==> config.mk <==
export PLATFORM = sky130hd
export DESIGN_NAME = fdl_ram
export DESIGN_NICKNAME = d
export VERILOG_FILES = /design/src/hw/rtl/fdl_ram.sv
export SDC_FILE = /design/constraint.sdc
export NUM_CORES = 2
export LEC_CHECK = 0
export BUFFER_PORTS_ARGS = -buffer_cell sky130_fd_sc_hd__buf_2
export CAP_MARGIN = 20
export CORE_UTILIZATION = 50
export CTS_CLUSTER_DIAMETER = 120
export DETAILED_ROUTE_END_ITERATION = 8
export PLACE_DENSITY = 0.69
export SLEW_MARGIN = 20
export SYNTH_ARGS = -nofsm -noshare
export SYNTH_HDL_FRONTEND = slang
export SYNTH_SLANG_ARGS = --single-unit
==> constraint.sdc <==
create_clock -name aclk -period 6.8 [get_ports aclk]
set_input_delay 1.02 -clock aclk [delete_from_list [all_inputs] [get_ports aclk]]
set_output_delay 1.02 -clock aclk [all_outputs]
set_load 0.1 [all_outputs]
==> src/hw/rtl/fdl_ram.sv <==
// generic single-write, single-read ram with registered read data
module fdl_ram #(
    parameter int WIDTH = 16,
    parameter int DEPTH = 256,
    localparam int AW   = (DEPTH > 1) ? $clog2(DEPTH) : 1
) (
    input  logic             aclk,
    input  logic             we,
    input  logic [AW-1:0]    waddr,
    input  logic [WIDTH-1:0] wdata,
    input  logic             re,
    input  logic [AW-1:0]    raddr,
    output logic [WIDTH-1:0] rdata
);

    logic [WIDTH-1:0] mem [DEPTH];

    // read-first: a read of the entry being written returns the old data
    always_ff @(posedge aclk) begin
        if (re) begin
            rdata <= mem[raddr];
        end
        if (we) begin
            mem[waddr] <= wdata;
        end
    end

endmodule

Word-level counts from Yosys, hierarchy flattened
Memory sizes are Yosys's and may differ from the RTL's. A register that Yosys moved wholly into a read port is not among the register bits.
Index checks and enable logic that the tools add are counted.
{"block": "totals", "regBits": 0, "mem_bits_rw": 4096, "inputBits": 35, "output_inout_bits": 16, "n_memories": 1}
{"block": "op_classes", "muxes": 2}
{"memory": "mem", "words": 256, "word_bits": 16, "rd": 1, "rd_clocked_by_memory_dff": 1, "write_ports": 1, "line_no": "16", "rtl": "logic [WIDTH-1:0] mem [DEPTH];"}
{"op": "two-way mux 1 bit", "count": 2}

Logic depth before layout (Yosys ltp)
{"block": "logic_depth", "ltp_word": 2, "depth_mapped": 12}

Worst setup path after synthesis
No wires, ideal clock.
{"block": "synth_path", "path_kind": "input to register", "startpoint": "input port raddr[0]", "endpoint": "register rdata[4] (read register of mem) (data pin)", "arrival_ns": 3.004, "slack_ns": 3.531, "path_stages": 8, "path_cell_list": "buf_6 -> buf_6 -> buf_2 -> mux4_2 -> mux4_2 -> a22o_1 -> o32ai_2 -> nor4_2"}
{"element": "start: declaration", "line_no": "12", "rtl": "input logic [AW-1:0] raddr,"}
{"element": "end: declaration", "line_no": "13", "rtl": "output logic [WIDTH-1:0] rdata"}

==> flow_summary.yaml <==
grt:
  use_met1_pct: 35.1
  grt_max_degree: 209
  grt_first_pass_wirelength_mm: 577
  grt_most_used_layer: "met2"
  use_met2_pct: 40.4
  grt-ovfl-total: 0
  grtUsageTotal_pct: 25.3
  grt_pass1_vias: 77700
  antenna_found_initial: 24
  use_met3_pct: 4.98
logic_synthesis:
  ys_seq_area_share_pct: 77.7
  yosysWarnings: 0
  synth.area.mux_share_pct: 15.5
  ys_ff_latch: 4112
  synth_xor_area_share_pct: 0
  synthSimpleGateAreaFrac_pct: 1.57
  synth_edf_count: 4112
  avgSynthCellArea_um2: 21.6
  async_flop_share_pct: 0
  synth_compound_area_share_pct: 3.53
  ys.flop_type: "edfxtp_1"
  syn-num-nets: 7395
  ys_types: 51
  synth-adder-area-share_pct: 0
  synth_area_mm2: 0.159
  synth_top_family_by_area: "multiplexers"
  postSynthCellCount: 7360
placement:
  dp_hpwl_mm: 237
  placed_cell_area_mm2: 0.165
  place_congestion: 0.911
  place_inst: 11500
  numPortBuffers: 50
critical_path:
  critPathBufInv: 3
  crit_fanout: 50
  worstSetupPathType: "in -> reg"
  critPathLaunch: "raddr[2]"
  cp.required_ps: 7460
  arrival_ps: 5230
  cp_common_cell: "buf_4"
  reg2reg_setup_slack_ps: 3550
  r2r-end: "rdata[7]"
  slowest_stage: "nor4_1"
  end_kind: "register"
  slowest_delay_ps: 900
  cp_cell_sequence: "buf_6 -> nand2b_4 -> buf_4 -> buf_4 -> o221ai_1 -> o22ai_1 -> nor3_1 -> nor4_1 -> nor4_2"
  crit_family: "simple AND/OR/NAND/NOR gates"
  crit_path_start_kind: "input port"
  crit-reg2reg-launch: "mem[131][7]"
  reg2reg_depth: 7
detailed_routing:
  vias_per_cell: 6.46
  drc: 0
  wl_per_cell_um: 33.2
  ant_nets: 0
  drt_wl_total_mm: 407
  vias: 79100
  first_pass_iters: 6
  drt_iter0_markers: 10900
cells_and_area:
  utilization_pct: 56.6
  nets: 7774
  layout_common_cells: "edfxtp_1 (4112), mux4_2 (797), mux2i_1 (565)"
  drive_gt1_share_pct: 24.2
  fin_area_mm2: 0.178
  final_common_cell: "edfxtp_1"
  area.growth.synth_to_final_pct: 12.3
  fin_cells: 12200
  fillCellCount: 22700
floorplan:
  core_mm2: 0.315
  die_x_um: 566
  row_count: 206
  die-area_mm2: 0.320
  start_util_pct: 50.4
  die_h_um: 566
  io_pins: 51
power:
  irDropWorstVdd_mv: 0.247
  p_leak_nw: 56.3
  power.density_mw_per_mm2: 293
min_path:
  hold_end: "mem[106][3]"
  min_path_cells: 1
  hold_start: "wdata[3]"
  worst_hold_path_type: "in -> reg"
clock_tree:
  post_cts_resized: 0
  clk_pin_slew_ps: 70
  htreeDepth: 5
  cts_tree: "done"
  cts_sinks: 4112
  cts_made_buffers: 392
  insertion_delay_ps: 990
  clockBufferDepth: 4
  cts.root.buffer_cell: "clkbuf_16"
  cts_hold_buf: 0
  postCtsSetupBuffers: 0
timing:
  worst_pin_slew_ps: 1210
  slew_headroom_pct: 19.3
  skew_ps: 52.1
  timing.final.crit_share_pct: 67.3
  setup-violations-final: 0
  timing.final.hold_violations: 0
  fin_crit_ps: 4580
  setup_tns_ps: 0
  maxSlewViolCount: 0
  whs_ps: 482
  rsz0062_at_grt: "no"
  timing.fmax_ghz: 0.219
run:
  maxCapViolations: 0
run_status:
  status: "finished clean"
-- report_power, final --
group | switching [mW] | internal, mW | total [mW]
clock | 9.60 | 12.1 | 21.7
sequential | 0.0396 | 28.0 | 28.0
combinational | 1.77 | 0.855 | 2.62
total | 11.4 | 40.9 | 52.4
-- worst max-delay path by stage --
stage | endpoint | slack (ps) | cells after the start
global route | rdata[4] | 2340 | 9
floorplan | rdata[4] | 3530 | 8
finish | rdata[4] | 2220 | 9
CTS | rdata[4] | 2480 | 9
detailed placement | rdata[4] | 1450 | 9
global placement | rdata[4] | 1450 | 9
-- metrics by stage --
step                total power [mW]  worst slack (ps)
finish                          52.4              2220
global route                    53.6              2340
CTS                             52.5              2480
detailed placement              31.1              1450
global placement                31.1              1450
floorplan                       30.0              3530
-- cell type report --
cell class	count	area, um2	share of cell area (%)
well taps	4160	5200	2.92
clock buffers	474	10100	5.67
clock inverters	248	2700	1.51
multi-input cells	2792	33000	18.5
diodes	21	52.6	0.0294
inverters	4	27.5	0.0154
flip-flops and latches	4112	123000	69.2
repair buffers	437	3860	2.16
-- state kept, by name (all words and copies together) (netlist names) --
name   cells
rdata     16
mem     4096
-- synth_stat cells, types with 20 or more instances --
| library cell | count | area share [%] |
|---|---|---|
| buf_6 | 77 | 0.55 |
| nand2_1 | 38 | 0.090 |
| clkbuf_1 | 230 | 0.54 |
| buf_1 | 27 | 0.064 |
| o32ai_1 | 20 | 0.11 |
| edfxtp_1 | 4112 | 78 |
| mux2i_1 | 565 | 3.6 |
| nor3_1 | 92 | 0.29 |
| buf_4 | 26 | 0.12 |
| a221oi_1 | 28 | 0.15 |
| a21oi_1 | 175 | 0.55 |
| nand3_1 | 35 | 0.11 |
| buf_2 | 76 | 0.24 |
| nand4_1 | 26 | 0.10 |
| a22o_1 | 32 | 0.18 |
| mux4_2 | 797 | 11 |
| o21ai_0 | 37 | 0.12 |
| a22oi_1 | 43 | 0.20 |
| o221ai_1 | 252 | 1.4 |
| mux2_2 | 88 | 0.62 |
| nor2_1 | 304 | 0.72 |
| o22ai_1 | 148 | 0.58 |
-- cells by family after synthesis --
family	after synthesis
flip-flops	4112
multiplexers	1450
AO/OA/AOI/OAI	786
AND/OR/NAND/NOR	556
buffers and inverters	456
-- per-layer routing --
metal / vias up / part of all wire, %
met4: 8 / 3.7
li1: 32100 / -
met1: 41900 / 38
met2: 4368 / 48
met5: - / 0.072
met3: 688 / 9.7
-- worst register-to-register path, stage by stage, from the launching register on --
cell	delay (ps)
edfxtp_1	390
mux4_2	470
mux2_2	290
a221oi_1	790
o31ai_1	480
o32ai_1	280
buf_4	210
nor4_1	60
(Power assumes the default switching activity.)
