[src/hw/rtl/fdl_pkg.sv]
// shared types, constants and codes for the fractional delay line
package fdl_pkg;

    // fixed field widths
    localparam int SAMPLE_BITS  = 16;
    localparam int FRAC_BITS    = 16;
    localparam int DELAY_BITS   = 24;
    localparam int INT_BITS     = DELAY_BITS - FRAC_BITS;
    localparam int CFG_IDX_BITS = 2;

    // default history depth in samples
    localparam int DEF_BUFFER_DEPTH = 256;

    // register indexes on the configuration port
    localparam logic [CFG_IDX_BITS-1:0] REG_MODE       = 2'd0;
    localparam logic [CFG_IDX_BITS-1:0] REG_INIT_DELAY = 2'd1;
    localparam logic [CFG_IDX_BITS-1:0] REG_MAX_DELAY  = 2'd2;

    // operating modes
    typedef enum logic [1:0] {
        MODE_BYPASS,
        MODE_FIXED,
        MODE_DYNAMIC,
        MODE_GATED
    } fdl_mode_t;

    // register reset values
    localparam fdl_mode_t               MODE_RESET       = MODE_FIXED;
    localparam logic [DELAY_BITS-1:0]   INIT_DELAY_RESET = 24'h000000;
    localparam logic [DELAY_BITS-1:0]   MAX_DELAY_RESET  = 24'hFF0000;

    // input item
    typedef struct packed {
        logic signed [SAMPLE_BITS-1:0] sample_in;
        logic [DELAY_BITS-1:0]         new_delay;
        logic                          block_start;
        logic                          change_enable;
    } fdl_in_t;

    // result item
    typedef struct packed {
        logic signed [SAMPLE_BITS-1:0] sample_out;
        logic                          delay_error;
    } fdl_out_t;

    // per-item control handed from the address stage to the interpolator
    typedef struct packed {
        logic                          pass;
        logic                          use_input;
        logic                          err;
        logic [FRAC_BITS-1:0]          frac;
        logic signed [SAMPLE_BITS-1:0] sample;
    } fdl_issue_t;

endpackage

[src/hw/rtl/fdl_ctrl.sv]
// configuration, delay selection, history clearing and address generation
module fdl_ctrl #(
    parameter int BUFFER_DEPTH = fdl_pkg::DEF_BUFFER_DEPTH,
    localparam int AW          = $clog2(BUFFER_DEPTH)
) (
    input  logic                                aclk,
    input  logic                                aresetn,
    input  logic                                cfg_we,
    input  logic [fdl_pkg::CFG_IDX_BITS-1:0]    cfg_index,
    input  logic [fdl_pkg::DELAY_BITS-1:0]      cfg_wdata,
    input  logic                                s_valid,
    input  fdl_pkg::fdl_in_t                    s_data,
    input  logic                                pipe_ready,
    output logic                                s_ready,
    output logic                                accept,
    output logic                                ram_we,
    output logic [AW-1:0]                       ram_waddr,
    output logic [fdl_pkg::SAMPLE_BITS-1:0]     ram_wdata,
    output logic [AW-1:0]                       ram_raddr_left,
    output logic [AW-1:0]                       ram_raddr_right,
    output fdl_pkg::fdl_issue_t                 issue
);
    import fdl_pkg::*;

    fdl_mode_t             mode_reg;
    logic [DELAY_BITS-1:0] max_delay_reg;
    logic [DELAY_BITS-1:0] active_delay_reg;
    logic [DELAY_BITS-1:0] active_delay_next;
    logic [AW-1:0]         write_index_reg;
    logic [AW-1:0]         write_index_next;
    logic                  clearing_reg;
    logic [AW-1:0]         clear_addr_reg;

    logic                  load;
    logic                  over;
    logic [DELAY_BITS-1:0] act;
    logic [DELAY_BITS-1:0] eff;
    logic [INT_BITS-1:0]   d_int;
    logic [AW-1:0]         d_mod;
    logic [AW:0]           diff;
    logic [AW:0]           right_wide;
    logic [AW-1:0]         right_idx;

    // integer delay modulo the depth, built at elaboration
    logic [AW-1:0] mod_tab [2**INT_BITS];
    for (genvar g = 0; g < 2**INT_BITS; g++) begin : g_mod
        assign mod_tab[g] = AW'(g % BUFFER_DEPTH);
    end

    // handshake
    assign s_ready = pipe_ready && !clearing_reg;
    assign accept  = s_valid && s_ready;

    // delay actually used by this item
    always_comb begin
        load = s_data.block_start &&
               ((mode_reg == MODE_DYNAMIC) ||
                ((mode_reg == MODE_GATED) && s_data.change_enable));
        act  = load ? s_data.new_delay : active_delay_reg;
        over = act > max_delay_reg;
        eff  = over ? max_delay_reg : act;
        d_int = eff[DELAY_BITS-1:FRAC_BITS];
        d_mod = mod_tab[d_int];
    end

    // control for the interpolator
    always_comb begin
        issue.pass      = (mode_reg == MODE_BYPASS) || (act == '0);
        issue.use_input = (d_int == '0);
        issue.err       = !issue.pass && over;
        issue.frac      = eff[FRAC_BITS-1:0];
        issue.sample    = s_data.sample_in;
    end

    // read addresses: right tap at write_index - d, left tap one older
    always_comb begin
        diff       = {1'b0, write_index_reg} - {1'b0, d_mod};
        right_wide = diff[AW] ? diff + (AW+1)'(BUFFER_DEPTH) : diff;
        right_idx  = right_wide[AW-1:0];
        ram_raddr_right = right_idx;
        ram_raddr_left  = (right_idx == '0) ? AW'(BUFFER_DEPTH - 1) : right_idx - 1'b1;
    end

    // history write: zero sweep after reset, then one sample per item
    always_comb begin
        ram_we    = clearing_reg || accept;
        ram_waddr = clearing_reg ? clear_addr_reg : write_index_reg;
        ram_wdata = clearing_reg ? '0 : s_data.sample_in;
    end

    // next values of the delay and the write pointer
    always_comb begin
        active_delay_next = active_delay_reg;
        write_index_next  = write_index_reg;
        if (cfg_we && (cfg_index == REG_INIT_DELAY)) begin
            active_delay_next = cfg_wdata;
        end else if (accept && (mode_reg != MODE_BYPASS) && load) begin
            active_delay_next = s_data.new_delay;
        end
        if (accept) begin
            write_index_next = (write_index_reg == AW'(BUFFER_DEPTH - 1)) ?
                               '0 : write_index_reg + 1'b1;
        end
    end

    // state registers
    always_ff @(posedge aclk) begin
        if (!aresetn) begin
            mode_reg         <= MODE_RESET;
            max_delay_reg    <= MAX_DELAY_RESET;
            active_delay_reg <= INIT_DELAY_RESET;
            write_index_reg  <= '0;
            clearing_reg     <= 1'b1;
            clear_addr_reg   <= '0;
        end else begin
            active_delay_reg <= active_delay_next;
            write_index_reg  <= write_index_next;
            if (cfg_we) begin
                unique case (cfg_index)
                    REG_MODE:      mode_reg      <= fdl_mode_t'(cfg_wdata[1:0]);
                    REG_MAX_DELAY: max_delay_reg <= cfg_wdata;
                    default: ;
                endcase
            end
            if (clearing_reg) begin
                clear_addr_reg <= clear_addr_reg + 1'b1;
                if (clear_addr_reg == AW'(BUFFER_DEPTH - 1)) begin
                    clearing_reg <= 1'b0;
                end
            end
        end
    end

endmodule

[config.mk]
export PLATFORM = sky130hd
export DESIGN_NAME = fdl_ctrl
export DESIGN_NICKNAME = d
export VERILOG_FILES = /design/src/hw/rtl/fdl_pkg.sv /design/src/hw/rtl/fdl_ctrl.sv
export SDC_FILE = /design/constraint.sdc
export NUM_CORES = 1
export LEC_CHECK = 0
export ABC_AREA = 1
export BUFFER_PORTS_ARGS = -buffer_cell sky130_fd_sc_hd__buf_2
export CORE_MARGIN = 5
export CORE_UTILIZATION = 57
export CTS_BUF_LIST = sky130_fd_sc_hd__clkbuf_16
export DETAILED_ROUTE_END_ITERATION = 12
export PLACE_DENSITY_LB_ADDON = 0.05
export SYNTH_ARGS = -nofsm -noshare
export SYNTH_HDL_FRONTEND = slang
export SYNTH_SLANG_ARGS = --single-unit
[constraint.sdc]
create_clock -name aclk -period 13.8 [get_ports aclk]
set_input_delay 1.38 -clock aclk [delete_from_list [all_inputs] [get_ports aclk]]
set_output_delay 1.38 -clock aclk [all_outputs]
set_load 0.05 [all_outputs]
# After elaboration in Yosys (flattened, before gate mapping)
# Memories as Yosys holds them, arrays and structs flattened.
# Index checks and enable logic that the tools add are counted.
# totals
n_memories	1
reg_bits	67
out_inout_bits	78
mem_bits_ro	2048
inputBits	73
# classes
n_mux	13
n_lt_le_gt_ge	2
bitwise_logic	1
n_eq_ne	6
add_sub_neg	5
reduce_logical	22
# memory_table
memory	depth	word_bits	rd	rd_clocked_by_memory_dff	wr	line	text
(no name shown)	256	8	1	0	0	fdl_ctrl.sv:63	d_mod = mod_tab[d_int];
# op_table
cell	n
$mux W24	4
$mux W8	6
$add A8 B1 Y8 const B	3
$gt A24 B24 Y1	1
$logic_not A24 Y1	1
$eq A8 B8 Y1 const B	2
$logic_not A8 Y1	2
$mux W16	1
$ge A9 B9 Y1 const B	1
$not A8 Y9	1
$sub A8 B8 Y9	1
$logic_and A1 B1 Y1	8
$sub A8 B1 Y8 const B	1
$eq A2 B2 Y1 const B	3
$logic_not A2 Y1	2
$reduce_and A2 Y1	2
$reduce_bool A2 Y1	2
$logic_or A1 B1 Y1	3
$eq A2 B1 Y1 const B	1
$logic_not A1 Y1	2
$mux W1	2

# Depth between registers and ports, before layout
# logic_depth
ltp_word	16
ltp_mapped	33
ltp_nobuf	30

# Least setup slack after synthesis
# OpenSTA, ideal clock, no wires.
# synth_timing
path_type	input -> output
from	in s_data[0] (netlist name)
to	out ram_raddr_left[6]
n_path_buf	3
stages	26
t_arrival_ns	5.506
path_slack_ns	6.914
required_ns	12.420
path_cell_list	o211ai_2 buf_6 clkinv_1 buf_2 nand2_1 nand2_1 ha_1 nand2_1 nor2_2 nand4_1 nor2_2 nand2_1 nand3_2 nand2_4 buf_4 o21ai_0 ha_1 inv_1 fa_1 inv_1 ha_1 nand2_1 nor2_2 nand2_1 o21ai_1 nand3_2
# synth_between
elab_chain_cells	15
word_cells_on_any_way	16
classes_between	add/sub (3); order compare (1); mux (6); bitwise (1); reduce/logical (4); memory (1)
# synth_rtl
item	line	text
from (decl)	fdl_ctrl.sv:12	input fdl_pkg::fdl_in_t s_data,
$logic_and A1 B1 Y1 (*)	fdl_ctrl.sv:58	((mode_reg == MODE_GATED) && s_data.change_enable));
$logic_or A1 B1 Y1 (*)	fdl_ctrl.sv:57	((mode_reg == MODE_DYNAMIC) ||
$logic_and A1 B1 Y1 (*)	fdl_ctrl.sv:56	load = s_data.block_start &&
$mux W24 (*)	fdl_ctrl.sv:59	act = load ? s_data.new_delay : active_delay_reg;
$gt A24 B24 Y1	fdl_ctrl.sv:60	over = act > max_delay_reg;
$mux W24 (*)	fdl_ctrl.sv:61	eff = over ? max_delay_reg : act;
$not A8 Y9 (implied by the code) (*)	fdl_ctrl.sv:63	
$mem_v2 Z256 W8 (*)	n/a	
$mux W8 (implied by the code) (*) (2 in a row)	fdl_ctrl.sv:63	
$sub A8 B8 Y9 (*)	fdl_ctrl.sv:77	diff = {1'b0, write_index_reg} - {1'b0, d_mod};
$add A8 B1 Y8	fdl_ctrl.sv:78	right_wide = diff[AW] ? diff + (AW+1)'(BUFFER_DEPTH) : diff;
$mux W8 (*)	fdl_ctrl.sv:78	
net ram_raddr_right[1]	fdl_ctrl.sv:20	output logic [AW-1:0] ram_raddr_right,
$sub A8 B1 Y8 / $logic_not A8 Y1 (equally long branches)	fdl_ctrl.sv:81	ram_raddr_left = (right_idx == '0) ? AW'(BUFFER_DEPTH - 1) : right_idx - 1'b1;
$mux W8 (*)	fdl_ctrl.sv:81	
to (decl)	fdl_ctrl.sv:19	output logic [AW-1:0] ram_raddr_left,
# The timed path passes the listed nets; every way through them passes the cells marked *. The select of a mux whose other input is x is not followed.

# Worst setup path in the final report
# layout_timing
from	in s_data[0] (netlist name)
to	out ram_raddr_left[7]
# layout_between
elab_chain_cells	15
word_cells_on_any_way	16
classes_between	add/sub (3); order compare (1); mux (6); bitwise (1); reduce/logical (4); memory (1)
# layout_rtl
item	line
$logic_and A1 B1 Y1 (*)	fdl_ctrl.sv:58
$logic_or A1 B1 Y1 (*)	fdl_ctrl.sv:57
$logic_and A1 B1 Y1 (*)	fdl_ctrl.sv:56
$mux W24 (*)	fdl_ctrl.sv:59
$gt A24 B24 Y1	fdl_ctrl.sv:60
$mux W24 (*)	fdl_ctrl.sv:61
$not A8 Y9 (implied by the code) (*)	fdl_ctrl.sv:63
$mem_v2 Z256 W8 (*)	n/a
$mux W8 (implied by the code) (*) (2 in a row)	fdl_ctrl.sv:63
$sub A8 B8 Y9 (*)	fdl_ctrl.sv:77
$add A8 B1 Y8	fdl_ctrl.sv:78
$mux W8 (*)	fdl_ctrl.sv:78
$sub A8 B1 Y8 / $logic_not A8 Y1 (equally long branches)	fdl_ctrl.sv:81
$mux W8 (*)	fdl_ctrl.sv:81
# Mark *: on every way between the ends. The rest lies on a longest branch, timed or not. The select of a mux whose other input is x is not followed.

==> tab_implementation.tex <==
\begin{tabular}{lr}
\hline
Metric & Value \\
\hline
\multicolumn{2}{l}{\textbf{Run status}} \\
Run status & finished, final reports clean \\
\multicolumn{2}{l}{\textbf{Yosys}} \\
Adder-Cell Fraction of Synth Area & roughly 8.3\% \\
Proportion of synthesized chip area in sequential cells & 26.55\% \\
Dominant cell type by area after synthesis & sky130\_fd\_sc\_hd\_\_dfxtp\_1 \\
Commonest register cell after synthesis & sky130\_fd\_sc\_hd\_\_dfxtp\_1 \\
Mean area per synthesized cell & roughly 6.5 sq um \\
Compound-Gate Fraction of Synth Area & 18.06\% \\
Number of flops mapped to enable cells by yosys & 0 \\
Post-Synth XOR/XNOR Area & 0.5202\% \\
Post-synthesis instance area & 0.005051 sq mm \\
Warnings from Yosys & 0 \\
Mapped Cells & 782 \\
Post-synth top area share & 26.55\% \\
Async set-or-reset flop fraction in the synthesized netlist & 0\% \\
Count of cell types in the netlist & 38 \\
Share of synthesized cell area in and, or, nand and nor gates & 33.12\% \\
Largest family of logic cells by synthesized area & simple AND/OR/NAND/NOR gates \\
Multiplexer share of the synthesized area & 0.1982\% \\
Mapped Nets & approximately 890 \\
Top area cells in the synthesized netlist & sky130\_fd\_sc\_hd\_\_dfxtp\_1 (27\%), sky130\_fd\_sc\_hd\_\_nand2\_1 (14\%), sky130\_fd\_sc\_hd\_\_o21ai\_0 (8.1\%), sky130\_fd\_sc\_hd\_\_ha\_1 (7.9\%), sky130\_fd\_sc\_hd\_\_inv\_1 (7.4\%) \\
Register bit count reported by yosys & 67 \\
\multicolumn{2}{l}{\textbf{CTS}} \\
Number of clock buffers inserted by TritonCTS & 9 \\
Clock-pin slew on the worst setup and hold paths & 0.06 ns \\
Buffers inserted during post-CTS setup optimization & 0 \\
Total of cells resized after clock tree synthesis & 0 \\
Post-CTS Hold Fix Bufs & 0 \\
Number of clock sinks & 67 \\
Source-to-sink clock delay at the later pin of the worst-skew pair & 0.34 ns \\
Buffer depth of the longest clock path & 2 \\
CTS tree & built \\
CTS root buf & sky130\_fd\_sc\_hd\_\_clkbuf\_16 \\
Total number of H-tree levels & 3 \\
\multicolumn{2}{l}{\textbf{Global routing}} \\
Vias in the first global route & 5454 \\
Global-route usage over all layers & 26.48\% \\
Congestion Overflow GR & 0 \\
Pin count of the biggest net entering global routing & 59 \\
Wire length of the first global-routing pass & between 20 and 25 mm \\
Initial antenna violation count & 0 \\
\multicolumn{2}{l}{\textbf{Finish}} \\
Fillcell total & 814 \\
Number of nets in the final layout & between 1000 and 1500 \\
Syn-to-layout area delta & 18.65\% \\
Footprint of the multi-input gates & between 0.003 and 0.004 sq mm \\
Proportion of layout cells with a drive suffix above 1 & 24.31\% \\
Area taken by flip-flops and latches & 0.001341 sq mm \\
Count of antenna diodes in the layout & 0 \\
\multicolumn{2}{l}{\textbf{STA}} \\
Clock period minus final worst setup slack & 7.799 ns \\
Worst slew margin & between 20\% and 30\% \\
TNS Setup & 0 ns \\
Unrepaired setup endpoints after global routing & no \\
Top achievable clock speed & 128.2 MHz \\
Worst Clk Skew & about 0.010 ns \\
Endpoints failing setup & 0 \\
Final period util & 56.51\% \\
Final Hold Viols & 0 \\
Worst Tran Pin Value & 1.066 ns \\
Pins over their slew limit & 0 \\
\multicolumn{2}{l}{\textbf{Floorplanning}} \\
Top-level I/O count & 151 \\
Die extent in y & 104.1 um \\
Area of the die & 0.01084 sq mm \\
Placement Rows & 34 \\
Die Wd & 104.1 um \\
Initial Utilization & 58.20\% \\
Placeable Area & 0.008678 sq mm \\
\multicolumn{2}{l}{\textbf{Setup path}} \\
Most frequent CP cell & sky130\_fd\_sc\_hd\_\_nand2\_1 \\
Family with the most delay on the worst path & simple AND/OR/NAND/NOR gates \\
Max stage delay on crit path & approximately 0.56 ns \\
Kind of capture point of the worst setup path & output pin \\
Critical path type & in -> out \\
Arrival time of the worst setup path & approximately 6.4 ns \\
CP startpoint kind & input port \\
Slowest cell on crit path & sky130\_fd\_sc\_hd\_\_clkinv\_1 \\
Buf/Inv on CP & 6 \\
Maximum fanout along the worst path & 43 \\
Crit path required time & around 12 ns \\
\multicolumn{2}{l}{\textbf{Pwr}} \\
Power Dens Cells & 110.0 mW/mm\^{}2 \\
PnR Total Power & 659.0 uW \\
Static leakage & 3.203 nW \\
Worst ir drop on vdd & 0.06568 mV \\
\multicolumn{2}{l}{\textbf{Placed design}} \\
Post-detail-place hpwl & 10.87 mm \\
Routability congestion estimate from global placement & just under 0.9 \\
IO Port Bufs & 150 \\
\multicolumn{2}{l}{\textbf{Flow run}} \\
Max Cap Viol & 0 \\
\multicolumn{2}{l}{\textbf{Route}} \\
Number of nets with antenna violations after routing & 0 \\
Routed vias/inst & 5.452 \\
Routed wirelength normalized by instance count & 14.14 um \\
Via count & 5501 \\
DRC violation count after routing & 0 \\
Iteration-0 DRC Markers & 244 \\
Final WL & 14.27 mm \\
Detailed Routing Iterations Pass 1 & 5 \\
\multicolumn{2}{l}{\textbf{Hold path}} \\
Worst hold path type & reg -> reg \\
\hline
\end{tabular}
[power by group]
part / internal (mW) / total, mW / switching, mW
combinational: 0.0606 / 0.222 / 0.161
sequential: 0.202 / 0.206 / 0.00434
clock: 0.140 / 0.231 / 0.0917
total: 0.402 / 0.659 / 0.257
[Yosys cell counts, drive strengths merged, types with 3 or more instances]
| library cell | instances |
|---|---|
| nand2 | 208 |
| inv | 104 |
| o21ai | 88 |
| dfxtp | 67 |
| nor2 | 63 |
| nand3 | 44 |
| a21oi | 37 |
| ha | 32 |
| clkbuf | 28 |
| buf | 23 |
| nand4 | 21 |
| a31oi | 15 |
| a211oi | 11 |
| o211ai | 10 |
| nor3 | 8 |
| nor4 | 8 |
| clkinv | 3 |
| xor2 | 3 |
[cell families (layout without fill, tap and decap cells)]
logic type                 after synthesis  after routing
AOI/OAI and AO/OA                      164            164
xor gates and xnor gates                 3              3
adders and majority gates               33             33
buffers and inverters                  158            277
DFF                                     67             67
muxes                                    1              1
and+or+nand+nor                        356            356
[layout by cell type, fill, tap and decap left out, drive strengths merged]
cell      synthesis  routed
a211oi           11      11
a21o              2       2
a21oi            37      37
a31oi            15      15
buf              23     154
bufinv            0       1
clkbuf           28       9
clkinv            3       5
clkinvlp          0       1
dfxtp            67      67
fa                1       1
ha               32      32
inv             104     107
mux2i             1       1
nand2           208     208
nand3            44      44
nand3b            1       1
nand4            21      21
nor2             63      63
nor3              8       8
nor3b             2       2
nor4              8       8
o211ai           10      10
o21ai            88      88
o21bai            1       1
or2               1       1
xor2              3       3
[worst min-delay path: stages, from the launching register on]
cell and delay, ns:
sky130_fd_sc_hd__dfxtp_1 0.32, sky130_fd_sc_hd__nand2_1 0.05, sky130_fd_sc_hd__o211ai_1 0.06
[path summary, 6_finish.rpt]
check | start | to | slack [ns] | cells after the start
max | s_data[0] | ram_raddr_left[7] | 6.00 | 28
min | max_delay_reg[23] | max_delay_reg[23] | 0.48 | 2
max reg2reg | clearing_reg | active_delay_reg[17] | 11.08 | 8
min reg2reg | max_delay_reg[23] | max_delay_reg[23] | 0.48 | 2
[layout make-up]
class / instances / share of cell area, %
inverters: 107 / 6.701
multi-input cells: 557 / 50.75
well taps: 108 / 2.255
clock buffers: 9 / 3.758
flip-flops and latches: 67 / 22.38
repair buffers: 154 / 13.03
clock inverters: 7 / 1.127
[metal layers]
metal | vias up | part of all wire (%) | track usage, %
li1 | 2791 | - | -
met1 | 2484 | 41 | 30.66
met2 | 190 | 50 | 46.90
met3 | 36 | 6.4 | 4.966
met4 | 0 | 2.9 | 12.03
met5 | - | 0 | 0
[stage by stage]
stage / instances / utilization, % / instance area (sq um) / setup slack, ns / hold slack, ns
floorplan: 782 / - / 5051 / 6.914 / 0.4412
CTS: 1009 / 69.06 / 5993 / 6.000 / 0.4780
global route: 1009 / 69.06 / 5993 / 5.415 / 0.5007
detailed placement: 993 / 65.69 / 5700 / 6.025 / 0.4631
global placement: 993 / 65.69 / 5700 / 6.253 / 0.4555
finish: 1009 / 69.06 / 5993 / 6.001 / 0.4775
Note: power is estimated with default switching activity, not from simulation.
