[config.mk]
export PLATFORM = sky130hd
export DESIGN_NAME = fdl_interp
export DESIGN_NICKNAME = d
export VERILOG_FILES = /design/src/hw/rtl/fdl_pkg.sv /design/src/hw/rtl/fdl_interp.sv
export SDC_FILE = /design/constraint.sdc
export NUM_CORES = 1
export LEC_CHECK = 0
export BUFFER_PORTS_ARGS = -buffer_cell sky130_fd_sc_hd__buf_2
export CAP_MARGIN = 30
export CORE_AREA = 2 2 199 201
export DETAILED_ROUTE_END_ITERATION = 12
export DIE_AREA = 0 0 201 203
export MAX_ROUTING_LAYER = met4
export PLACE_DENSITY = 0.53
export SLEW_MARGIN = 20
export SYNTH_ARGS = -nofsm -noshare
export SYNTH_HDL_FRONTEND = slang
export SYNTH_SLANG_ARGS = --single-unit
[constraint.sdc]
create_clock -name aclk -period 11.9 [get_ports aclk]
set_clock_uncertainty 0.15 [all_clocks]
set_input_delay 0.595 -clock aclk [delete_from_list [all_inputs] [get_ports aclk]]
set_output_delay 0.595 -clock aclk [all_outputs]
set_load 0.01 [all_outputs]
[src/hw/rtl/fdl_pkg.sv]
// shared types, constants and codes for the fractional delay line
package fdl_pkg;

    // fixed field widths
    localparam int SAMPLE_BITS  = 16;
    localparam int FRAC_BITS    = 16;
    localparam int DELAY_BITS   = 24;
    localparam int INT_BITS     = DELAY_BITS - FRAC_BITS;
    localparam int CFG_IDX_BITS = 2;

    // default history depth in samples
    localparam int DEF_BUFFER_DEPTH = 256;

    // register indexes on the configuration port
    localparam logic [CFG_IDX_BITS-1:0] REG_MODE       = 2'd0;
    localparam logic [CFG_IDX_BITS-1:0] REG_INIT_DELAY = 2'd1;
    localparam logic [CFG_IDX_BITS-1:0] REG_MAX_DELAY  = 2'd2;

    // operating modes
    typedef enum logic [1:0] {
        MODE_BYPASS,
        MODE_FIXED,
        MODE_DYNAMIC,
        MODE_GATED
    } fdl_mode_t;

    // register reset values
    localparam fdl_mode_t               MODE_RESET       = MODE_FIXED;
    localparam logic [DELAY_BITS-1:0]   INIT_DELAY_RESET = 24'h000000;
    localparam logic [DELAY_BITS-1:0]   MAX_DELAY_RESET  = 24'hFF0000;

    // input item
    typedef struct packed {
        logic signed [SAMPLE_BITS-1:0] sample_in;
        logic [DELAY_BITS-1:0]         new_delay;
        logic                          block_start;
        logic                          change_enable;
    } fdl_in_t;

    // result item
    typedef struct packed {
        logic signed [SAMPLE_BITS-1:0] sample_out;
        logic                          delay_error;
    } fdl_out_t;

    // per-item control handed from the address stage to the interpolator
    typedef struct packed {
        logic                          pass;
        logic                          use_input;
        logic                          err;
        logic [FRAC_BITS-1:0]          frac;
        logic signed [SAMPLE_BITS-1:0] sample;
    } fdl_issue_t;

endpackage

[src/hw/rtl/fdl_interp.sv]
// interpolation pipeline: multiply, round and saturate, output register
module fdl_interp (
    input  logic                            aclk,
    input  logic                            aresetn,
    input  logic                            accept,
    input  fdl_pkg::fdl_issue_t             issue,
    input  logic [fdl_pkg::SAMPLE_BITS-1:0] left_data,
    input  logic [fdl_pkg::SAMPLE_BITS-1:0] right_data,
    output logic                            pipe_ready,
    output logic                            m_valid,
    input  logic                            m_ready,
    output fdl_pkg::fdl_out_t               m_data
);
    import fdl_pkg::*;

    localparam int ACC_W = SAMPLE_BITS + FRAC_BITS + 2;
    localparam int Q_W   = SAMPLE_BITS + 2;
    localparam logic signed [ACC_W-1:0] HALF = ACC_W'(1) <<< (FRAC_BITS - 1);
    localparam logic signed [Q_W-1:0]   SMAX = Q_W'((1 << (SAMPLE_BITS - 1)) - 1);
    localparam logic signed [Q_W-1:0]   SMIN = -SMAX - Q_W'(1);

    // stage 1: ram data arrives
    logic                          v1_reg;
    fdl_issue_t                    iss1_reg;
    // stage 2: product registered
    logic                          v2_reg;
    logic signed [ACC_W-1:0]       prod2_reg;
    logic signed [SAMPLE_BITS-1:0] right2_reg;
    logic signed [SAMPLE_BITS-1:0] sample2_reg;
    logic                          pass2_reg;
    logic                          err2_reg;
    // output
    logic                          m_valid_reg;
    fdl_out_t                      m_data_reg;
    fdl_out_t                      m_data_next;

    logic en_out, en2, en1;
    logic signed [SAMPLE_BITS-1:0] right1;
    logic signed [SAMPLE_BITS:0]   diff1;
    logic signed [FRAC_BITS:0]     frac1;
    logic signed [ACC_W-1:0]       prod1;
    logic signed [ACC_W-1:0]       acc2;
    logic signed [ACC_W-1:0]       shifted2;
    logic signed [Q_W-1:0]         q2;
    logic signed [SAMPLE_BITS-1:0] sat2;

    // stall chain
    assign en_out     = !m_valid_reg || m_ready;
    assign en2        = !v2_reg || en_out;
    assign en1        = !v1_reg || en2;
    assign pipe_ready = en1;

    // stage 1: y = right + f * (left - right)
    always_comb begin
        right1 = iss1_reg.use_input ? iss1_reg.sample : $signed(right_data);
        diff1  = (SAMPLE_BITS+1)'($signed(left_data)) - (SAMPLE_BITS+1)'(right1);
        frac1  = $signed({1'b0, iss1_reg.frac});
        prod1  = ACC_W'(frac1) * ACC_W'(diff1);
    end

    // stage 2: add, round half up, floor shift, saturate
    always_comb begin
        acc2     = (ACC_W'(right2_reg) <<< FRAC_BITS) + prod2_reg + HALF;
        shifted2 = acc2 >>> FRAC_BITS;
        q2       = shifted2[Q_W-1:0];
        if (q2 > SMAX) begin
            sat2 = SMAX[SAMPLE_BITS-1:0];
        end else if (q2 < SMIN) begin
            sat2 = SMIN[SAMPLE_BITS-1:0];
        end else begin
            sat2 = q2[SAMPLE_BITS-1:0];
        end
        m_data_next.sample_out  = pass2_reg ? sample2_reg : sat2;
        m_data_next.delay_error = err2_reg;
    end

    // pipeline registers
    always_ff @(posedge aclk) begin
        if (!aresetn) begin
            v1_reg      <= 1'b0;
            v2_reg      <= 1'b0;
            m_valid_reg <= 1'b0;
        end else begin
            if (en1) begin
                v1_reg <= accept;
            end
            if (en2) begin
                v2_reg <= v1_reg;
            end
            if (en_out) begin
                m_valid_reg <= v2_reg;
            end
        end
        if (accept) begin
            iss1_reg <= issue;
        end
        if (en2 && v1_reg) begin
            prod2_reg   <= prod1;
            right2_reg  <= right1;
            sample2_reg <= iss1_reg.sample;
            pass2_reg   <= iss1_reg.pass;
            err2_reg    <= iss1_reg.err;
        end
        if (en_out && v2_reg) begin
            m_data_reg <= m_data_next;
        end
    end

    assign m_valid = m_valid_reg;
    assign m_data  = m_data_reg;

endmodule

## Word level (Yosys, flattened, before mapping)

Cells that the tools add are included.
Widths: inputs -> output; s select.

| word-level totals | value |
|---|---|
| output and inout port bits | 19 |
| register bits | 123 |
| logic and storage cells | 33 |

| cells by class | value |
|---|---|
| order comparisons | 2 |
| muxes and demuxes | 4 |
| reduce and logical (&&, ||, !) cells | 8 |
| $add $sub $neg | 3 |
| multipliers | 1 |

Operators with widths:

| cell | count |
|---|---|
| $mux 16 | 4 |
| $add 32x34->34 | 1 |
| $add 34x17->34 const B | 1 |
| $mul 17x17->34 | 1 |
| $gt 18x16->1 const B | 1 |
| $lt 18x16->1 const B | 1 |
| $sub 16x16->17 | 1 |
| $logic_not 1->1 | 3 |
| $logic_or 1x1->1 | 3 |
| $logic_and 1x1->1 | 2 |

## Logic depth before layout (Yosys ltp)

Gate-level depths: netlist of the first run.

| depth | value |
|---|---|
| word-level depth | 6 |
| mapped depth | 35 |
| gate-level depth less buffers | 31 |

## Worst setup path before layout of the first run

OpenSTA, ideal clock, no wires.

| timing | value |
|---|---|
| path kind | register -> register |
| start point | register iss1_reg[33] in the netlist's numbering |
| end point | register prod2_reg[29] (data pin) |
| setup slack | 2.586 ns |
| data arrival time | 8.899 ns |
| period minus slack after synthesis | 9.314 ns |
| setup time | 0.265 ns |
| required time | 11.485 ns |
| cell stages (with the launch flop) | 34 |
| path through | edfxtp_1 > clkbuf_1 > clkbuf_1 > mux2i_1 > inv_1 > fa_1 > nand3b_1 > a21boi_0 > o21ai_0 > a2111oi_2 > o21ai_0 > a21boi_1 > clkbuf_1 > nand2_1 > fa_1 > inv_1 > fa_1 > inv_1 > fa_1 > inv_1 > fa_1 > fa_1 > inv_1 > fa_1 > inv_1 > ha_1 > a2111oi_0 > o21ai_0 > a2111oi_1 > o21a_1 > nor3_2 > a211o_1 > a2111oi_2 > nor3_1 |

| between the ends | value |
|---|---|
| longest elaborated chain between the ends | 3 |

Ends and longest elaborated chain:

| item | RTL line | source |
|---|---|---|
| start: declaration | fdl_interp.sv:24 | `fdl_issue_t iss1_reg;` |
| start signal: assignment | fdl_interp.sv:95 | `iss1_reg <= issue;` |
| $mux 16 | fdl_interp.sv:55 | `right1 = iss1_reg.use_input ? iss1_reg.sample : $signed(right_data);` |
| net right1[1] | fdl_interp.sv:38 | `logic signed [SAMPLE_BITS-1:0] right1;` |
| $sub 16x16->17 | fdl_interp.sv:56 | `diff1 = (SAMPLE_BITS+1)'($signed(left_data)) - (SAMPLE_BITS+1)'(right1);` |
| $mul 17x17->34 | fdl_interp.sv:58 | `prod1 = ACC_W'(frac1) * ACC_W'(diff1);` |
| net prod1[29] | fdl_interp.sv:41 | `logic signed [ACC_W-1:0] prod1;` |
| end signal: assignment | fdl_interp.sv:98 | `prod2_reg <= prod1;` |
| end: declaration | fdl_interp.sv:27 | `logic signed [ACC_W-1:0] prod2_reg;` |

The timed path passes the listed nets, and every way through them passes these cells.
A chain may end at the register's enable or synchronous reset.

## Worst setup path after layout of the first run

Same ends and word-level chain as after synthesis.

==> metrics.md, run 1 <==
| Metric | Value |
|---|---|
| Share of the core filled with cells | 41.4% |
| Synthesis warning total | 0 |
| Drt via density | 4.95 |
| Synth Flop Type | edfxtp_1 |
| Worst Hold Class | input port to flop |
| Worst-Skew Late Latency | 0.39 ns |
| Most frequent cells in the layout | inv_1 (300), fa_1 (210), ha_1 (158) |
| Critical Path Source | iss1_reg[33] |
| Post-synth EDFFs | 105 |
| Worst R2R Start | iss1_reg[33] |
| Vias | around 10,000 |
| Layout Area Growth over Synthesis | 9.99% |
| Synth Net Count | approximately 1,900 |
| Bufs and invs on worst path | 4 |
| Number of global-route vias before repair | between 10,000 and 15,000 |
| Ports | 90 |
| Post_cts resized | 0 |
| Syn Std Cell Area | between 0.01 and 0.015 mm² |
| Chip width | 201 µm |
| WL per Instance | roughly 18 µm |
| Core area | slightly below 0.04 mm² |
| Final Setup Violations | 0 |
| Worst setup SP type | flop |
| GPL Wtd Cong | 0.845 |
| Final Max Tran Viols | 0 |
| Crit. End Element | flop |
| HPWL Detailed | ~28 mm |
| Tcrit/Tclk final | a little over 80% |
| NumNets Final | between 1,500 and 2,000 |
| Die ar. | between 0.04 and 0.05 mm² |
| Crit Path Class | flop to flop |
| Pre-CTS WS | around 1.8 ns |
| Post-CTS setup buffers | 0 |
| Final Hold Viols | 0 |
| Min-Delay Startpoint | issue[23] |
| Placed instance count | approximately 2,000 |
| Num CTS Buffers | 9 |
| Reg2reg end | prod2_reg[29] |
| Commonest non-fill, non-tap cell in the layout | inv_1 |
| Clock tree buffer depth | 2 |
| DRC | 0 |
| Diode count | 0 |
| Tightest Pin Transition | between 1 and 1.5 ns |
| Chip height | between 200 and 250 µm |
| Reg2reg setup slack | between 2 and 2.5 ns |
| Seq/Total Area, Yosys | between 20% and 30% |
| Final setup TNS | 0 ns |
| Slowest CP cell | edfxtp_1 |
| Root buf cell | clkbuf_16 |
| CTS H-tree depth | 3 |
| Outcome | finished, final reports clean |
| Hold path cells | 1 |
| Core Rows | ~70 |
| Final Worst Setup Slack | 2.11 ns |
| Largest net degree at the start of global routing | 54 |
| Syn avg cell area | between 10 and 15 µm² |
| Async S/R FF share, synth | 0% |
| RSZ-0062 raised after global routing | false |
| PortBufs | 89 |
| Post-Route WL | between 30 and 40 mm |
| CP peak stage delay | around 0.57 ns |
| WHS Endpoint | frac1[7] |
| Reg2Reg Depth | 30 |
| CP Max Fanout | 16 |
| Critical Path RT | between 10 and 15 ns |
| Tmin final | 9.79 ns |
| Clk sinks | between 100 and 150 |
| Slew margin rel. | between 30% and 40% |
| First-pass GRT wire length | between 50 and 60 mm |
| Post-route ant nets | 0 |
| Fraction of layout cells with a size suffix above 1 | between 10% and 20% |
| Initial Util | 37.6% |
| Finished Layout Cells | just over 2,000 |
| Initial antenna violation count | 0 |
| CP delay by family, top | adder cells |
| Crit path top cell by count | fa_1 |
| CTS Hold Bufs | 0 |
| Gate Count Post-Synth | 1,434 |
| Number of synthesized register bits | about 110 |
| Worst-path clk slew | 0.10 ns |
| Maxcap violations | 0 |
| Distinct cells, synth | 75 |
| Iteration-0 DRC Markers | 513 |
| Total track usage | a little under a fifth |
| CP arrival | 9.78 ns |
| Overflow after GRT | 0 |
| Fmax | around 100 MHz |
| TritonCTS clock tree | yes |
| Drt first pass iters | 5 |
==> per-layer routing <==
metal	track usage, %	share of wire (%)	up-vias
met3	3.48	4.4	23
met2	31.6	48	191
met1	24.5	47	5075
li1	-	-	4744
met5	-	0	-
met4	3.10	1.0	0
==> kinds of logic (layout without fill, tap and decap cells) <==
kind of cell	count (synthesis)	in the layout	synth area share (%)
multiplexers	16	16	1.11
AND/OR/NAND/NOR	389	389	13.6
AO/OA/AOI/OAI	162	162	8.80
XOR/XNOR	40	40	2.42
adder cells (fa/ha/maj)	368	368	42.7
buffers and inverters	351	427	9.20
flip-flops	108	108	22.2
==> cells in the mapped netlist (all sizes together), types with 9 or more instances <==
cell type,count,area [µm²]
fa,210,4200
nand3,32,160
nor2b,39,244
o21a,9,67.6
xor2,15,131
o21ai,26,134
nor2,39,146
mux2i,15,150
clkbuf,45,169
nand2,145,544
xnor2,25,219
or2,9,56.3
a21boi,9,67.6
and3,12,75.1
a21o,20,150
a21oi,35,183
a211oi,9,85.1
ha,158,1980
o311ai,11,174
and2,61,382
and3b,11,96.3
nor3,13,70.1
inv,300,1130
edfxtp,105,3150
==> how the worst max path moves through the flow <==
| stage | endpoint | cells after the start |
|---|---|---|
| 2_1_floorplan | prod2_reg[29] | 33 |
| 3_3_place_gp | prod2_reg[29] | 31 |
| 3_5_place_dp | prod2_reg[29] | 30 |
| 4_1_cts | prod2_reg[29] | 30 |
| 5_1_grt | prod2_reg[29] | 30 |
| 6_report | prod2_reg[29] | 30 |
==> final cells by class <==
| class | instances | area (µm²) |
|---|---|---|
| Clock inverter | 7 | 100 |
| Sequential cell | 108 | 3210 |
| Timing Repair Buffer | 110 | 643 |
| Multi-Input combinational cell | 975 | 9970 |
| Inverter | 301 | 1130 |
| Clock buffer | 9 | 225 |
| Fill cell | 3826 | 22500 |
| Tap cell | 518 | 648 |
==> worst register-to-register path: cells and delay by family, from the launching register on <==
| family | cells | cell delay (ns) |
|---|---|---|
| fa+ha+maj | 9 | 3.97 |
| compound gates | 11 | 3.11 |
| simple gates | 5 | 1.01 |
| flops | 1 | 0.57 |
| mux | 1 | 0.37 |
| buf+inv | 4 | 0.35 |
==> through the flow <==
stage          cell area [µm²]  hold slack, ns
2_1_floorplan            14500           0.250
3_3_place_gp             15500           0.254
3_5_place_dp             15600           0.255
4_1_cts                  15900           0.190
5_1_grt                  15900           0.204
6_report                 15900           0.219
Power of run 1 is left out: the tool's default activity adds up to more than one toggle a clock period on the data nets, which glitch-free logic cannot reach.
==> run 2: changes to the inputs <==
--- a/config.mk
+++ b/config.mk
@@ -5,13 +5,14 @@
 export SDC_FILE = /design/constraint.sdc
 export NUM_CORES = 1
 export LEC_CHECK = 0
+export ABC_AREA = 1
 export BUFFER_PORTS_ARGS = -buffer_cell sky130_fd_sc_hd__buf_2
 export CAP_MARGIN = 30
-export CORE_AREA = 2 2 199 201
+export CORE_AREA = 2 2 203 205
 export DETAILED_ROUTE_END_ITERATION = 12
-export DIE_AREA = 0 0 201 203
+export DIE_AREA = 0 0 205 207
 export MAX_ROUTING_LAYER = met4
-export PLACE_DENSITY = 0.53
+export PLACE_DENSITY = 0.55
 export SLEW_MARGIN = 20
 export SYNTH_ARGS = -nofsm -noshare
 export SYNTH_HDL_FRONTEND = slang
==> constraint.sdc (replaced) <==
create_clock -name aclk -period 8.1 [get_ports aclk]
set_clock_uncertainty 0.15 [all_clocks]
set_input_delay 0.405 -clock aclk [delete_from_list [all_inputs] [get_ports aclk]]
set_output_delay 0.405 -clock aclk [all_outputs]
set_load 0.01 [all_outputs]
==> run 2 against run 1 <==
Setup slack lost 1.7 ns; hold slack got worse by 0.19 ns; synthesized cell count increased by 22%; final area up 5.0%; critical path depth decreased by 1; critical endpoint is now prod2_reg[32].
==> metrics.md, run 2 <==
| Metric | Value |
|---|---|
| Distinct cells, synth | 50 |
| Largest family of logic cells by synthesized area | adder cells |
| First-pass GRT wire length | 68.5 mm |
| Final setup TNS | 0 ns |
| Fmax | between 100 and 150 MHz |
| Die ar. | 0.0424 mm² |
| Leading area contributor after synthesis | fa_1 |
| HPWL Detailed | ~37 mm |
| Synth Area in Simple Gates | 18.4% |
| Tmin final | ~7.6 ns |
| Largest net degree at the start of global routing | 54 |
| Root buf cell | clkbuf_16 |
| Layout Area Growth over Synthesis | 10.1% |
| Crit. End Element | flop |
| DRC | 0 |
| Share of the synthesized area in the top cell type | between 20% and 30% |
| Total track usage | 21.9% |
| Syn avg cell area | roughly 8.7 µm² |
| TritonCTS clock tree | yes |
| Post-synth EDFFs | around 110 |
| Number of global-route vias before repair | around 12,000 |
| Worst Hold Class | input port to flop |
| Final Setup Violations | 0 |
| Commonest non-fill, non-tap cell in the layout | inv_1 |
| CTS Hold Bufs | 0 |
| Diode count | 0 |
| CP peak stage delay | about 0.57 ns |
| Num CTS Buffers | 9 |
| Drt via density | between 4 and 5 |
| Synth Flop Type | edfxtp_1 |
| Most frequent cells in the layout | inv_1 (395), nand2_1 (313), fa_1 (210) |
| PortBufs | 89 |
| GPL Wtd Cong | around 0.95 |
| Core area | slightly above 0.04 mm² |
| Synthesis warning total | 0 |
| Final Max Tran Viols | 0 |
| WL per Instance | between 15 and 20 µm |
| Post-Synth Adder-Cell Area | between 40% and 50% |
| Post-route ant nets | 0 |
| Number of synthesized register bits | 108 |
| Maxcap violations | 0 |
| Critical Path RT | 8.08 ns |
| Count leader, synth | inv_1 |
| Mux cell area share after synthesis | less than 1% |
| Initial Util | a little under two fifths |
| Post-synthesis compound-gate area fraction | about 6.5% |
| Async S/R FF share, synth | 0% |
| NumNets Final | about 2,300 |
| Tcrit/Tclk final | 94.3% |
| Chip height | ~210 µm |
| Chip width | 205 µm |
| Vias | ~12,000 |
| Worst-Skew Late Latency | between 0.3 and 0.4 ns |
| Fraction of layout cells with a size suffix above 1 | 12.2% |
| RSZ-0062 raised after global routing | false |
| Final Hold Viols | 0 |
| Seq/Total Area, Yosys | 21.1% |
| Iteration-0 DRC Markers | about 550 |
| Core Rows | 74 |
| Xor/xnor share of the synthesized area | between 1.5 and 2% |
| Outcome | finished, final reports clean |
| Slowest CP cell | fa_1 |
| Crit path top cell by count | fa_1 |
| Initial antenna violation count | 0 |
| Tightest Pin Transition | 0.769 ns |
| Syn Std Cell Area | about 0.015 mm² |
| Gate Count Post-Synth | 1,752 |
| Ports | 90 |
| Synth top area cells | fa_1 (28%), edfxtp_1 (21%), ha_1 (13%), inv_1 (9.8%), nand2_1 (7.7%) |
| Drt first pass iters | 6 |
| CP arrival | about 7.6 ns |
| Clk sinks | 108 |
| Post-Route WL | ~43 mm |
| Clock tree buffer depth | 2 |
| Worst-path clk slew | 0.11 ns |
| Slew margin rel. | about half |
| Worst setup SP type | flop |
| Overflow after GRT | 0 |
| CP Max Fanout | 30 |
| Top post-synthesis cells by count | inv_1 (397), nand2_1 (313), fa_1 (210) |
| CTS H-tree depth | 3 |
| Synth Net Count | 2,191 |
| Crit Path Class | flop to flop |
run 2: cell count changes after synthesis, moves of 37 or more:
cell     before  now
nand2_1     145  313
nor2_1       39  179
inv_1       300  397
and2_1       61    0
nor2b_1      39    0
nand3_1      32   69
run 2: worst max-delay path: cells and delay by family (launching register included):
family                     cells  cell delay, ns
and+or+nand+nor                9            1.02
buffers and inverters          5            0.48
DFF                            1            0.41
AOI/OAI and AO/OA              7            1.54
adders and majority gates      8            3.78
run 2: through the flow:
| stage | hold WS (ns) | util, % | cells | cell area (µm²) | worst slack (ns) |
|---|---|---|---|---|---|
| after floorplan | 0.250 | - | 1752 | 15200 | 0.930 |
| after global placement | 0.252 | 40.5 | 2372 | 16400 | 0.351 |
| after detailed placement | 0.257 | 40.6 | 2373 | 16400 | 0.293 |
| after CTS | 0.0140 | 41.4 | 2389 | 16700 | 0.287 |
| after global routing | 0.0204 | 41.4 | 2389 | 16700 | 0.00127 |
| final | 0.0324 | 41.4 | 2389 | 16700 | 0.462 |
run 2: kinds of logic after synthesis:
group / after synthesis
flops: 108
compound gates: 163
buf+inv: 442
mux: 1
xor+xnor: 30
simple gates: 640
fa+ha+maj: 368
run 2: what timing repair did:
action	in CTS	in global routing
setup endpoints to repair	0	18
gates resized for setup	0	13
setup buffers	0	0
run 2: path summary, 6_finish.rpt:
kind / startpoint / endpoint / slack (ns) / cells past startpoint
setup / recovery: iss1_reg[33] / prod2_reg[32] / 0.46 / 29
hold / removal: issue[22] / frac1[6] / 0.03 / 1
setup reg to reg: iss1_reg[33] / prod2_reg[32] / 0.46 / 29
hold reg to reg: iss1_reg[34] / pass2_reg / 0.26 / 0
run 2: cell type report:
cell class                      count  area, µm²
Fill cell                        4201      23600
Multi-Input combinational cell   1202      10300
Sequential cell                   108       3210
Inverter                          409       1550
Timing Repair Buffer              122        717
Tap cell                          532        666
Clock buffer                        9        225
Clock inverter                      7       91.3
run 2: metal layers:
| metal | track usage, % | part of all wire (%) | vias up |
|---|---|---|---|
| li1 | - | - | 5604 |
| met1 | 27.9 | 44 | 5645 |
| met2 | 35.6 | 48 | 297 |
| met3 | 2.88 | 4.7 | 59 |
| met4 | 8.06 | 3.6 | 0 |
| met5 | - | 0 | - |
Power of run 2 is left out for the same reason.
==> run 3: changes to the inputs <==
--- a/config.mk
+++ b/config.mk
@@ -12,7 +12,7 @@
 export DETAILED_ROUTE_END_ITERATION = 12
 export DIE_AREA = 0 0 205 207
 export MAX_ROUTING_LAYER = met4
-export PLACE_DENSITY = 0.55
+export PLACE_DENSITY = 0.64
 export SLEW_MARGIN = 20
 export SYNTH_ARGS = -nofsm -noshare
 export SYNTH_HDL_FRONTEND = slang
==> constraint.sdc (replaced) <==
create_clock -name aclk -period 8.1 [get_ports aclk]
set_clock_uncertainty 0.15 [all_clocks]
set_input_delay 1.62 -clock aclk [delete_from_list [all_inputs] [get_ports aclk]]
set_output_delay 1.62 -clock aclk [all_outputs]
set_load 0.01 [all_outputs]
==> run 3 against run 2 <==
Maximum frequency fell by 4.5%; routed wire length is 2.1% higher; hold slack better by 0.25 ns; register-to-register slack improved by 0.13 ns.
==> metrics.md, run 3 (same netlist as run 2, synthesis figures left out) <==
| Metric | Value |
|---|---|
| Commonest non-fill, non-tap cell in the layout | inv_1 |
| Tmin final | approximately 8 ns |
| Die ar. | between 0.04 and 0.05 mm² |
| Final Max Tran Viols | 0 |
| CP Max Fanout | 5 |
| Maxcap violations | 0 |
| Post-Route WL | about 44 mm |
| Area occupied by multi-input gates | ~0.011 mm² |
| Drt via density | 4.86 |
| CP peak stage delay | between 0.5 and 0.6 ns |
| Clock tree buffer depth | 2 |
| Root buf cell | clkbuf_16 |
| Outcome | finished, final reports clean |
| RSZ-0062 raised after global routing | true |
| Worst-Skew Late Latency | about 0.38 ns |
| Layout fillers | ~3,900 |
| Reg2Reg Depth | 31 |
| Worst-path clk slew | approximately 0.090 ns |
| Post-route ant nets | 0 |
| Most frequent cells in the layout | inv_1 (375), nand2_1 (280), fa_1 (197) |
| Share of the core filled with cells | a little under half |
| Core Rows | 74 |
| PortBufs | just under 90 |
| Initial antenna violation count | 0 |
| Crit. End Element | flop |
| Hold path cells | 0 |
| Fmax | 125 MHz |
| Fin Hold WS | about 0.29 ns |
| GPL Wtd Cong | about 0.95 |
| Diode count | 0 |
| Crit path top cell by count | fa_1 |
| Final Hold Viols | 0 |
| Drt first pass iters | 5 |
| Final Worst Setup Slack | approximately 0.10 ns |
| CP delay by family, top | adder cells |
| HPWL Detailed | 37.1 mm |
| Largest net degree at the start of global routing | 50 |
| Slew margin rel. | 46.4% |
| CTS Hold Bufs | 0 |
| Bufs and invs on worst path | 8 |
| Pre-CTS WS | -0.625 ns |
| Reg2reg end | prod2_reg[26] |
| Crit Path Class | input port to flop |
| Initial Util | between 30% and 40% |
| Tightest Pin Transition | ~0.80 ns |
| Chip height | between 200 and 250 µm |
| Slowest CP cell | fa_1 |
| DRC | 0 |
| Final Setup Violations | 0 |
| Num CTS Buffers | 9 |
| Total track usage | a little over a fifth |
| TritonCTS clock tree | yes |
| Min-Delay Startpoint | err2_reg |
| Worst R2R Start | iss1_reg[33] |
| Layout Area Growth over Synthesis | 23.8% |
| WHS Endpoint | m_data[0] |
| NumNets Final | about 2,500 |
| Iteration-0 DRC Markers | 754 |
| Reg2reg setup slack | 0.59 ns |
| Worst Hold Class | flop to flop |
| Number of global-route vias before repair | ~13,000 |
| Tcrit/Tclk final | 98.7% |
| Chip width | a little over 200 µm |
| CP arrival | about 8.0 ns |
| Ports | 90 |
| Clk sinks | between 100 and 150 |
| DP Area | 0.0177 mm² |
| First-pass GRT wire length | about 69 mm |
| Fraction of layout cells with a size suffix above 1 | between 20% and 30% |
| Seq. cell area | 0.00321 mm² |
| Critical Path RT | a little over 8 ns |
| Worst setup SP type | input port |
| Vias | between 10,000 and 15,000 |
| CTS H-tree depth | 3 |
| Overflow after GRT | 0 |
| WL per Instance | roughly 17 µm |
| Cell area after layout | ~0.019 mm² |
| Core area | around 0.040 mm² |
| WP depth | 32 |
run 3: cell count changes in the layout (fill, tap and decap cells not counted), sizes merged:
cell	before	now
buf	122	294
bufinv	0	1
clkinv	10	6
clkinvlp	0	1
inv	406	409
run 3: cell type report:
cell class / instances / share of cell area (%)
repair inverters: 1 / 0.0399
flip-flops and latches: 108 / 17.1
well taps: 532 / 3.54
clock inverters: 7 / 0.545
inverters: 409 / 8.24
multi-input cells: 1202 / 58.2
clock buffers: 9 / 1.20
repair buffers: 294 / 11.2
run 3: through the flow:
stage                     instances  TNS [ns]
final                          2562         0
after CTS                      2548  -0.00935
after floorplan                1752         0
after global routing           2562     -1.90
after global placement         2523     -7.99
after detailed placement       2523     -9.99
run 3: worst max-delay path by stage:
stage                       start       endpoint  slack (ns)
finish              right_data[0]  prod2_reg[18]        0.10
detailed placement  right_data[0]  prod2_reg[32]       -0.63
floorplan           right_data[0]  prod2_reg[32]       0.008
CTS                 right_data[0]  prod2_reg[32]      -0.009
global placement    right_data[0]  prod2_reg[32]       -0.53
global route        right_data[0]  prod2_reg[18]       -0.17
run 3: repair_timing:
item,CTS,global route
endpoints found under the setup margin,19,19
gates cloned,1,0
buffers inserted,8,14
gates resized for setup,31,156
pin swaps,31,122
run 3: routing by layer:
| metal | wire length, µm | share of wire (%) | track usage, % | up-vias |
|---|---|---|---|---|
| li1 | - | - | - | 5953 |
| met1 | 18800 | 43 | 27.2 | 6066 |
| met2 | 21200 | 48 | 35.3 | 341 |
| met3 | 2140 | 4.8 | 3.10 | 93 |
| met4 | 2060 | 4.7 | 9.35 | 0 |
| met5 | 0 | 0 | - | - |
Power of run 3 is left out for the same reason.
